===== src/design/spq_pkg.sv =====
// shared types and constants for the stable priority queue
`default_nettype none

package spq_pkg;

  localparam int DEPTH_DEF         = 16;
  localparam int PRIORITY_BITS_DEF = 16;
  localparam int TAG_BITS_DEF      = 16;

  // widths of the transaction fields at the ports
  localparam int FIELD_PRIO_W = 16;
  localparam int FIELD_TAG_W  = 16;
  localparam int FIELD_OCC_W  = 5;

  typedef enum logic {
    MODE_ENQ = 1'b0,
    MODE_DEQ = 1'b1
  } mode_t;

  typedef enum logic [1:0] {
    ST_DONE  = 2'd0,
    ST_FULL  = 2'd1,
    ST_EMPTY = 2'd2
  } status_t;

  // per-cycle command broadcast to every cell
  typedef struct packed {
    logic enq;
    logic deq;
  } cell_ctrl_t;

endpackage

`default_nettype wire


===== src/design/spq_cell.sv =====
// one slot of the sorted chain: holds an entry, shifts right on insert, left on removal
`default_nettype none

module spq_cell
  import spq_pkg::*;
#(
  parameter int PRIORITY_BITS = PRIORITY_BITS_DEF,
  parameter int TAG_BITS      = TAG_BITS_DEF
) (
  input  wire logic                     clk,
  input  wire logic                     rst_n,
  input  wire cell_ctrl_t               ctrl,
  input  wire logic [PRIORITY_BITS-1:0] new_prio,
  input  wire logic [TAG_BITS-1:0]      new_tag,
  input  wire logic                     left_valid,
  input  wire logic                     left_gt,
  input  wire logic [PRIORITY_BITS-1:0] left_prio,
  input  wire logic [TAG_BITS-1:0]      left_tag,
  input  wire logic                     right_valid,
  input  wire logic [PRIORITY_BITS-1:0] right_prio,
  input  wire logic [TAG_BITS-1:0]      right_tag,
  output logic                          valid,
  output logic                          gt,
  output logic [PRIORITY_BITS-1:0]      prio,
  output logic [TAG_BITS-1:0]           tag
);

  logic                     valid_r, valid_nxt;
  logic [PRIORITY_BITS-1:0] prio_r, prio_nxt;
  logic [TAG_BITS-1:0]      tag_r, tag_nxt;

  // empty slot or strictly larger priority: new entry goes at or before here
  assign gt = !valid_r || (prio_r > new_prio);

  always_comb begin
    valid_nxt = valid_r;
    prio_nxt  = prio_r;
    tag_nxt   = tag_r;
    if (ctrl.enq) begin
      valid_nxt = valid_r | left_valid;
      if (gt) begin
        if (left_gt) begin
          prio_nxt = left_prio;
          tag_nxt  = left_tag;
        end else begin
          prio_nxt = new_prio;
          tag_nxt  = new_tag;
        end
      end
    end else if (ctrl.deq) begin
      valid_nxt = right_valid;
      prio_nxt  = right_prio;
      tag_nxt   = right_tag;
    end
  end

  always_ff @(posedge clk) begin
    if (!rst_n) begin
      valid_r <= 1'b0;
    end else begin
      valid_r <= valid_nxt;
    end
  end

  always_ff @(posedge clk) begin
    prio_r <= prio_nxt;
    tag_r  <= tag_nxt;
  end

  assign valid = valid_r;
  assign prio  = prio_r;
  assign tag   = tag_r;

endmodule

`default_nettype wire


===== src/design/stable_priority_queue_unit.sv =====
// top level of the stable priority queue: chain of sorted cells plus result register
// the result of a transaction is presented in the cycle after it is accepted
// one enqueue or dequeue per cycle if not stalled; all cells compare and shift in parallel
// input is taken whenever the result register is empty or being drained in the same cycle
// reset (rst_n low, synchronous) empties the queue and the result register
// slot contents carry no reset; only occupied slots are ever presented
`default_nettype none

module stable_priority_queue_unit
  import spq_pkg::*;
#(
  parameter int DEPTH         = DEPTH_DEF,
  parameter int PRIORITY_BITS = PRIORITY_BITS_DEF,
  parameter int TAG_BITS      = TAG_BITS_DEF
) (
  input  wire logic        clk,
  input  wire logic        rst_n,
  // input channel
  input  wire logic        in_tvalid,
  output logic             in_tready,
  input  wire logic [31:0] in_tdata,   // entry_priority[15:0], entry_tag[31:16]
  input  wire logic        in_tuser,   // mode
  // result channel
  output logic             out_tvalid,
  input  wire logic        out_tready,
  output logic [39:0]      out_tdata,  // head_priority[15:0], head_tag[31:16],
                                       // occupancy[36:32], zero fill[39:37]
  output logic [2:0]       out_tuser   // head_valid[0], status[2:1]
);

  localparam int CNT_W = $clog2(DEPTH + 1);

  // transaction decode
  logic                     in_accept;
  mode_t                    in_mode;
  logic [31:0]              prio_ext;
  logic [31:0]              tag_ext;
  logic [PRIORITY_BITS-1:0] new_prio;
  logic [TAG_BITS-1:0]      new_tag;

  assign in_accept = in_tvalid && in_tready;
  assign in_mode   = mode_t'(in_tuser);
  assign prio_ext  = 32'(in_tdata[15:0]);
  assign tag_ext   = 32'(in_tdata[31:16]);
  assign new_prio  = prio_ext[PRIORITY_BITS-1:0];
  assign new_tag   = tag_ext[TAG_BITS-1:0];

  // cell chain outputs
  logic                     cell_valid [DEPTH];
  logic                     cell_gt    [DEPTH];
  logic [PRIORITY_BITS-1:0] cell_prio  [DEPTH];
  logic [TAG_BITS-1:0]      cell_tag   [DEPTH];

  logic       q_full, q_empty;
  cell_ctrl_t ctrl;

  // queue is sorted and packed toward the head, so the end cells tell full/empty
  assign q_full  = cell_valid[DEPTH-1];
  assign q_empty = !cell_valid[0];

  assign ctrl.enq = in_accept && (in_mode == MODE_ENQ) && !q_full;
  assign ctrl.deq = in_accept && (in_mode == MODE_DEQ) && !q_empty;

  for (genvar i = 0; i < DEPTH; i++) begin : g_cell
    logic                     l_valid, l_gt, r_valid;
    logic [PRIORITY_BITS-1:0] l_prio, r_prio;
    logic [TAG_BITS-1:0]      l_tag, r_tag;

    if (i == 0) begin : g_head
      // head has an implicit occupied, non-greater neighbor on its left
      assign l_valid = 1'b1;
      assign l_gt    = 1'b0;
      assign l_prio  = '0;
      assign l_tag   = '0;
    end else begin : g_mid_l
      assign l_valid = cell_valid[i-1];
      assign l_gt    = cell_gt[i-1];
      assign l_prio  = cell_prio[i-1];
      assign l_tag   = cell_tag[i-1];
    end

    if (i == DEPTH - 1) begin : g_tail
      // tail shifts in an empty slot on removal
      assign r_valid = 1'b0;
      assign r_prio  = '0;
      assign r_tag   = '0;
    end else begin : g_mid_r
      assign r_valid = cell_valid[i+1];
      assign r_prio  = cell_prio[i+1];
      assign r_tag   = cell_tag[i+1];
    end

    spq_cell #(
      .PRIORITY_BITS(PRIORITY_BITS),
      .TAG_BITS     (TAG_BITS)
    ) u_cell (
      .clk        (clk),
      .rst_n      (rst_n),
      .ctrl       (ctrl),
      .new_prio   (new_prio),
      .new_tag    (new_tag),
      .left_valid (l_valid),
      .left_gt    (l_gt),
      .left_prio  (l_prio),
      .left_tag   (l_tag),
      .right_valid(r_valid),
      .right_prio (r_prio),
      .right_tag  (r_tag),
      .valid      (cell_valid[i]),
      .gt         (cell_gt[i]),
      .prio       (cell_prio[i]),
      .tag        (cell_tag[i])
    );
  end

  // occupancy counter and result register
  logic [CNT_W-1:0] count_r, count_nxt;
  status_t          status_r, status_nxt;
  logic             out_valid_r, out_valid_nxt;

  always_comb begin
    count_nxt = count_r;
    if (ctrl.enq) begin
      count_nxt = count_r + CNT_W'(1);
    end else if (ctrl.deq) begin
      count_nxt = count_r - CNT_W'(1);
    end
  end

  always_comb begin
    status_nxt = status_r;
    if (in_accept) begin
      if (in_mode == MODE_ENQ) begin
        status_nxt = q_full ? ST_FULL : ST_DONE;
      end else begin
        status_nxt = q_empty ? ST_EMPTY : ST_DONE;
      end
    end
  end

  always_comb begin
    out_valid_nxt = out_valid_r;
    if (in_accept) begin
      out_valid_nxt = 1'b1;
    end else if (out_tready) begin
      out_valid_nxt = 1'b0;
    end
  end

  always_ff @(posedge clk) begin
    if (!rst_n) begin
      count_r     <= '0;
      status_r    <= ST_DONE;
      out_valid_r <= 1'b0;
    end else begin
      count_r     <= count_nxt;
      status_r    <= status_nxt;
      out_valid_r <= out_valid_nxt;
    end
  end

  // a new transaction only enters when the pending result leaves, so the head cell
  // holds still while a result waits and can be presented directly
  assign in_tready = !out_valid_r || out_tready;

  logic [31:0] head_prio_ext, head_tag_ext, count_ext;
  logic        head_valid;

  assign head_valid    = cell_valid[0];
  assign head_prio_ext = head_valid ? 32'(cell_prio[0]) : 32'd0;
  assign head_tag_ext  = head_valid ? 32'(cell_tag[0]) : 32'd0;
  assign count_ext     = 32'(count_r);

  assign out_tvalid = out_valid_r;
  assign out_tdata  = {3'b000, count_ext[FIELD_OCC_W-1:0],
                       head_tag_ext[FIELD_TAG_W-1:0], head_prio_ext[FIELD_PRIO_W-1:0]};
  assign out_tuser  = {status_r, head_valid};

endmodule

`default_nettype wire


===== config.mk =====
export PLATFORM = sky130hd
export DESIGN_NAME = stable_priority_queue_unit
export DESIGN_NICKNAME = d
export VERILOG_FILES = /design/src/design/spq_pkg.sv /design/src/design/spq_cell.sv /design/src/design/stable_priority_queue_unit.sv
export SDC_FILE = /design/constraint.sdc
export NUM_CORES = 2
export LEC_CHECK = 0
export ABC_AREA = 1
export BUFFER_PORTS_ARGS = -buffer_cell sky130_fd_sc_hd__clkbuf_2
export CORE_ASPECT_RATIO = 1.25
export CORE_MARGIN = 1.5
export CORE_UTILIZATION = 55
export DETAILED_ROUTE_END_ITERATION = 7
export PLACE_DENSITY_LB_ADDON = 0.15
export SLEW_MARGIN = 20
export SYNTH_ARGS = -nofsm -noshare
export SYNTH_HDL_FRONTEND = slang
export SYNTH_SLANG_ARGS = --single-unit

===== constraint.sdc =====
create_clock -name clk -period 8.5 [get_ports clk]
set_input_delay 0.425 -clock clk [delete_from_list [all_inputs] [get_ports clk]]
set_output_delay 0.425 -clock clk [all_outputs]
set_load 0.03 [all_outputs]

==> results <==
- The number of violations reported at the end of detailed-routing iteration 0 is 2143.
- The worst-case IR drop observed on VDD is 0.146 mV.
- The core utilization of the finished layout is 59.1%.
- Yosys attributes the largest share of cell area to sky130_fd_sc_hd__edfxtp_1 44%, sky130_fd_sc_hd__nand2_1 28%, sky130_fd_sc_hd__ha_1 8.7%.
- During I/O placement, the number of pins put on the boundary was 82.
- Traced cell by cell, the critical path runs through a21oi_4 > nand2_2 > nor2_4 > buf_4 > nand2_1 > buf_4 > nand2_1 > buf_4.
- Each instance of the synthesized netlist takes up on average 7.42 um2.
- The routed layout has 28200 vias.
- The library cell used as clock root buffer is sky130_fd_sc_hd__clkbuf_16.
- The finished cells cover 37200 um2.
- The post-cts resize count is 0.
- The total wire length after detailed routing is 90.4 mm.
- The synthesized netlist cell count is 4700.
- Measured along the y axis, the die boundary spans 285 um.
- The floorplan has 103 rows.
- The design draws 6890 uW.
- For met2 alone, demand over resource in global routing was 47.0%.
- The share of total power consumed by net switching is 29.8%.
- Summed over all nets, the switching power comes to 2050 uW.
- The die covers 64900 um2.
- Global routing used 27.8% of the available tracks across all layers.
- The number of nets in the finished design is 4967.
- The most used flip-flop cell after synthesis is sky130_fd_sc_hd__edfxtp_1.
- After synthesis, the netlist uses 33 different library cells.
- The number of slew-limit violations in the final report came to 0.
- The internal portion of the total power is 4840 uW.
- Counting I/O delays and the setup requirement, the final critical path takes 4040 ps.
- The synthesis warning total is 0.
- The H-tree was split into 2 levels.
- The global placement routability congestion is 0.878.
- The post-route netlist has 5.31% of its cells at a drive strength greater than 1.
- The most used routing layer is met2.
- For met1 alone, demand over resource in global routing was 37.2%.
- Counting flops with a built-in enable in the synthesized netlist gives 512.
- The relative contribution of sequential cells to total power is 48.0%.
- The worst setup path is launched from a flop.
- The post-placement cell area is 35500 um2.
- The clock drives 536 sinks.
- The flow ran to the end, and the final reports show no timing, DRC or antenna violations.
- The clock-pin slew reported for the worst setup and hold paths after clock tree synthesis is 60 ps.
- The peak per-stage delay on the critical path is 690 ps.
- For this configuration, the core starts out at a cell density of 55.4%.
- After detailed routing, the number of remaining DRC violations is 0.
- In this run the tightest slew margin relative to its limit is 6.21%.
- The final setup TNS is 0 ps.
- In this run the remaining antenna-violating nets after routing total 0.
- The total area inside the core boundary comes to 62900 um2.
- The logic gate share of total power is 18.4%.
- Leaving out fill and tap cells, the most frequent cell in the layout is sky130_fd_sc_hd__nand2_1.
- The post-route non-filler standard cell count is 5567.
- The average detailed-routed wire length per instance is 16.2 um.
- The number of detailed-route iterations in the first pass is 5.
- Input and output buffers added on the ports amount to 78.
- The worst path uses 47.5% of the clock period.
- The number of buffers added to fix hold violations after cts is 0.
- In the global route stage, met3 resource usage came out at 3.07%.
- The proportion of register bits with asynchronous set or reset after synthesis is 0%.
- The library cells used most frequently in the layout, excluding fill and tap cells, are 2626 x sky130_fd_sc_hd__nand2_1, 606 x sky130_fd_sc_hd__inv_1, 512 x sky130_fd_sc_hd__edfxtp_1.
- The first global-routing pass estimated 146 mm of wire.
- Summed over all layers, the global routing overflow is 0.
- The repair_antennas step left the layout with diodes totalling 0.
- The type of the setup path with the least slack is flop to flop.
- The area added between synthesis and finish is 6.63%.
- Along the worst path, the maximum fanout reaches 46.
- The most common cell type on the critical path is sky130_fd_sc_hd__buf_4.
- For the worst-skew pair, the clock arrives at the later sink with an insertion delay of 630 ps.
- For the worst setup path, the data arrival time is 4290 ps.
- The min-delay analysis places its worst path in the category primary input to flop.
- The placed cell count is 5467.
- The cell area power density is 185 nW/um2.
- For the pin with the worst max-slew slack, the measured transition is 1410 ps.
- On the critical path, the stage with the largest delay is an instance of sky130_fd_sc_hd__nand2_1.
- The analysis attributes to cell leakage a power of 0.0217 uW.
- The overall die width is 228 um.
- The cell family contributing the most delay on the critical path is buffers and inverters.
- The number of antenna violations at the first check in global routing came to 2.
- Setup violations remaining at the end of the flow were counted as 0.
- The highest achievable clock rate is 0.247 GHz.
- Counting the buffers created by CTS gives 57.
- The CTS tree is built.
- At the worst endpoint, the required time is 8750 ps.
- The share of total power dissipated in the clock network is 33.6%.
- On the final layout, the worst clock skew is 17.6 ps.
- Sequential cells were found to cover 45.5% of the synthesized design area.
- The average via count per standard cell is 5.06.
- The share of the synthesized area in the top cell type is 44.1%.
- The synthesized design spends more area on one cell type than any other, namely sky130_fd_sc_hd__edfxtp_1.
- The wire-length estimate of the detail-placed layout is 63.3 mm.
- Setup repair after global routing left no endpoint under its margin.
- After synthesis the netlist holds a flip-flop and latch count of 536.
- The total standard cell area after synthesis is 34900 um2.
- The worst setup path is captured at a flop.
- The number of failing hold endpoints at the final stage came to 0.
- The via count of the first global-routing pass is 27300.
- Entering global routing, the biggest net connects 220 pins.
- The longest clock path from root to sink contains 3 buffers.
- Together, buffers and inverters on the worst path number 3.
- The number of max-cap violations is 0.
- The number of setup buffers added after CTS is 0.
==> sequential cells by signal (all words and copies together), names as in the netlist <==
signal,count
status_r,2
count_r,5
g_cell.u_cell.tag,256
out_tvalid,1
g_cell.u_cell.prio,256
g_cell.u_cell.valid,16
==> stage by stage <==
step / hold slack [ps] / worst slack [ps]
2_1_floorplan: 468 / 4640
3_3_place_gp: 451 / 3350
3_5_place_dp: 463 / 3240
4_1_cts: 81.0 / 3880
5_1_grt: 128 / 4290
6_report: 104 / 4460
==> power groups by stage <==
stage / clock network, uW / logic, uW / registers [uW]
detailed placement: 0 / 1260 / 3360
floorplan: 0 / 953 / 3310
global route: 2440 / 1460 / 3320
global placement: 0 / 1240 / 3350
CTS: 2360 / 1270 / 3300
finish: 2320 / 1270 / 3300
==> worst paths after layout <==
path,cells past startpoint,slack (ps),startpoint,to
worst max-delay path,8,4460,out_tvalid,g_cell[0].u_cell.tag[14]
worst min-delay path,3,100,in_tvalid,out_tvalid
worst max register to register,8,4460,out_tvalid,g_cell[0].u_cell.tag[14]
worst min register to register,2,470,count_r[4],count_r[4]
==> worst min-delay path, stage by stage <==
cell,delay [ps]
sky130_fd_sc_hd__clkbuf_2,80
sky130_fd_sc_hd__inv_1,100
sky130_fd_sc_hd__a21oi_1,70
==> cells in the mapped netlist (2+ instances only) <==
library cell / number
sky130_fd_sc_hd__a211oi_1: 11
sky130_fd_sc_hd__a21o_1: 14
sky130_fd_sc_hd__a21oi_1: 139
sky130_fd_sc_hd__buf_1: 4
sky130_fd_sc_hd__buf_12: 3
sky130_fd_sc_hd__buf_2: 114
sky130_fd_sc_hd__buf_4: 6
sky130_fd_sc_hd__buf_6: 35
sky130_fd_sc_hd__clkbuf_1: 44
sky130_fd_sc_hd__dfxtp_1: 24
sky130_fd_sc_hd__edfxtp_1: 512
sky130_fd_sc_hd__ha_1: 243
sky130_fd_sc_hd__inv_1: 607
sky130_fd_sc_hd__nand2_1: 2632
sky130_fd_sc_hd__nand2_2: 2
sky130_fd_sc_hd__nand2_4: 30
sky130_fd_sc_hd__nand3_1: 65
sky130_fd_sc_hd__nand4_1: 14
sky130_fd_sc_hd__nor2_1: 119
sky130_fd_sc_hd__nor3_1: 6
sky130_fd_sc_hd__o21ai_0: 56
sky130_fd_sc_hd__o22ai_1: 8
sky130_fd_sc_hd__xnor2_1: 2
==> per-layer routing <==
layer / part of all wire (%) / wire [um] / vias to the layer above
li1: - / - / 14500
met1: 45 / 40300 / 12800
met2: 47 / 42500 / 750
met3: 5.2 / 4680 / 159
met4: 3.2 / 2850 / 2
met5: 0.014 / 13 / -
==> cells by family after synthesis <==
family                     count (synthesis)  share of synthesized area [%]
buffers and inverters                    815                           10.1
xor gates and xnor gates                   2                         0.0502
AOI/OAI and AO/OA                        233                           3.63
DFF                                      536                           45.5
other                                      1                         0.0108
and+or+nand+nor                         2869                           31.9
adders and majority gates                244                           8.78
==> final cells by class <==
| cell class | count | area, um2 |
|---|---|---|
| multi-input combinational | 3351 | 15500 |
| timing repair buffer | 131 | 801 |
| sequential | 536 | 15900 |
| clock inverter | 23 | 110 |
| inverter | 609 | 2290 |
| clock buffer | 77 | 1550 |
| fill | 6009 | 25700 |
| tap | 840 | 1050 |
Note: power is estimated with default switching activity, not from simulation.
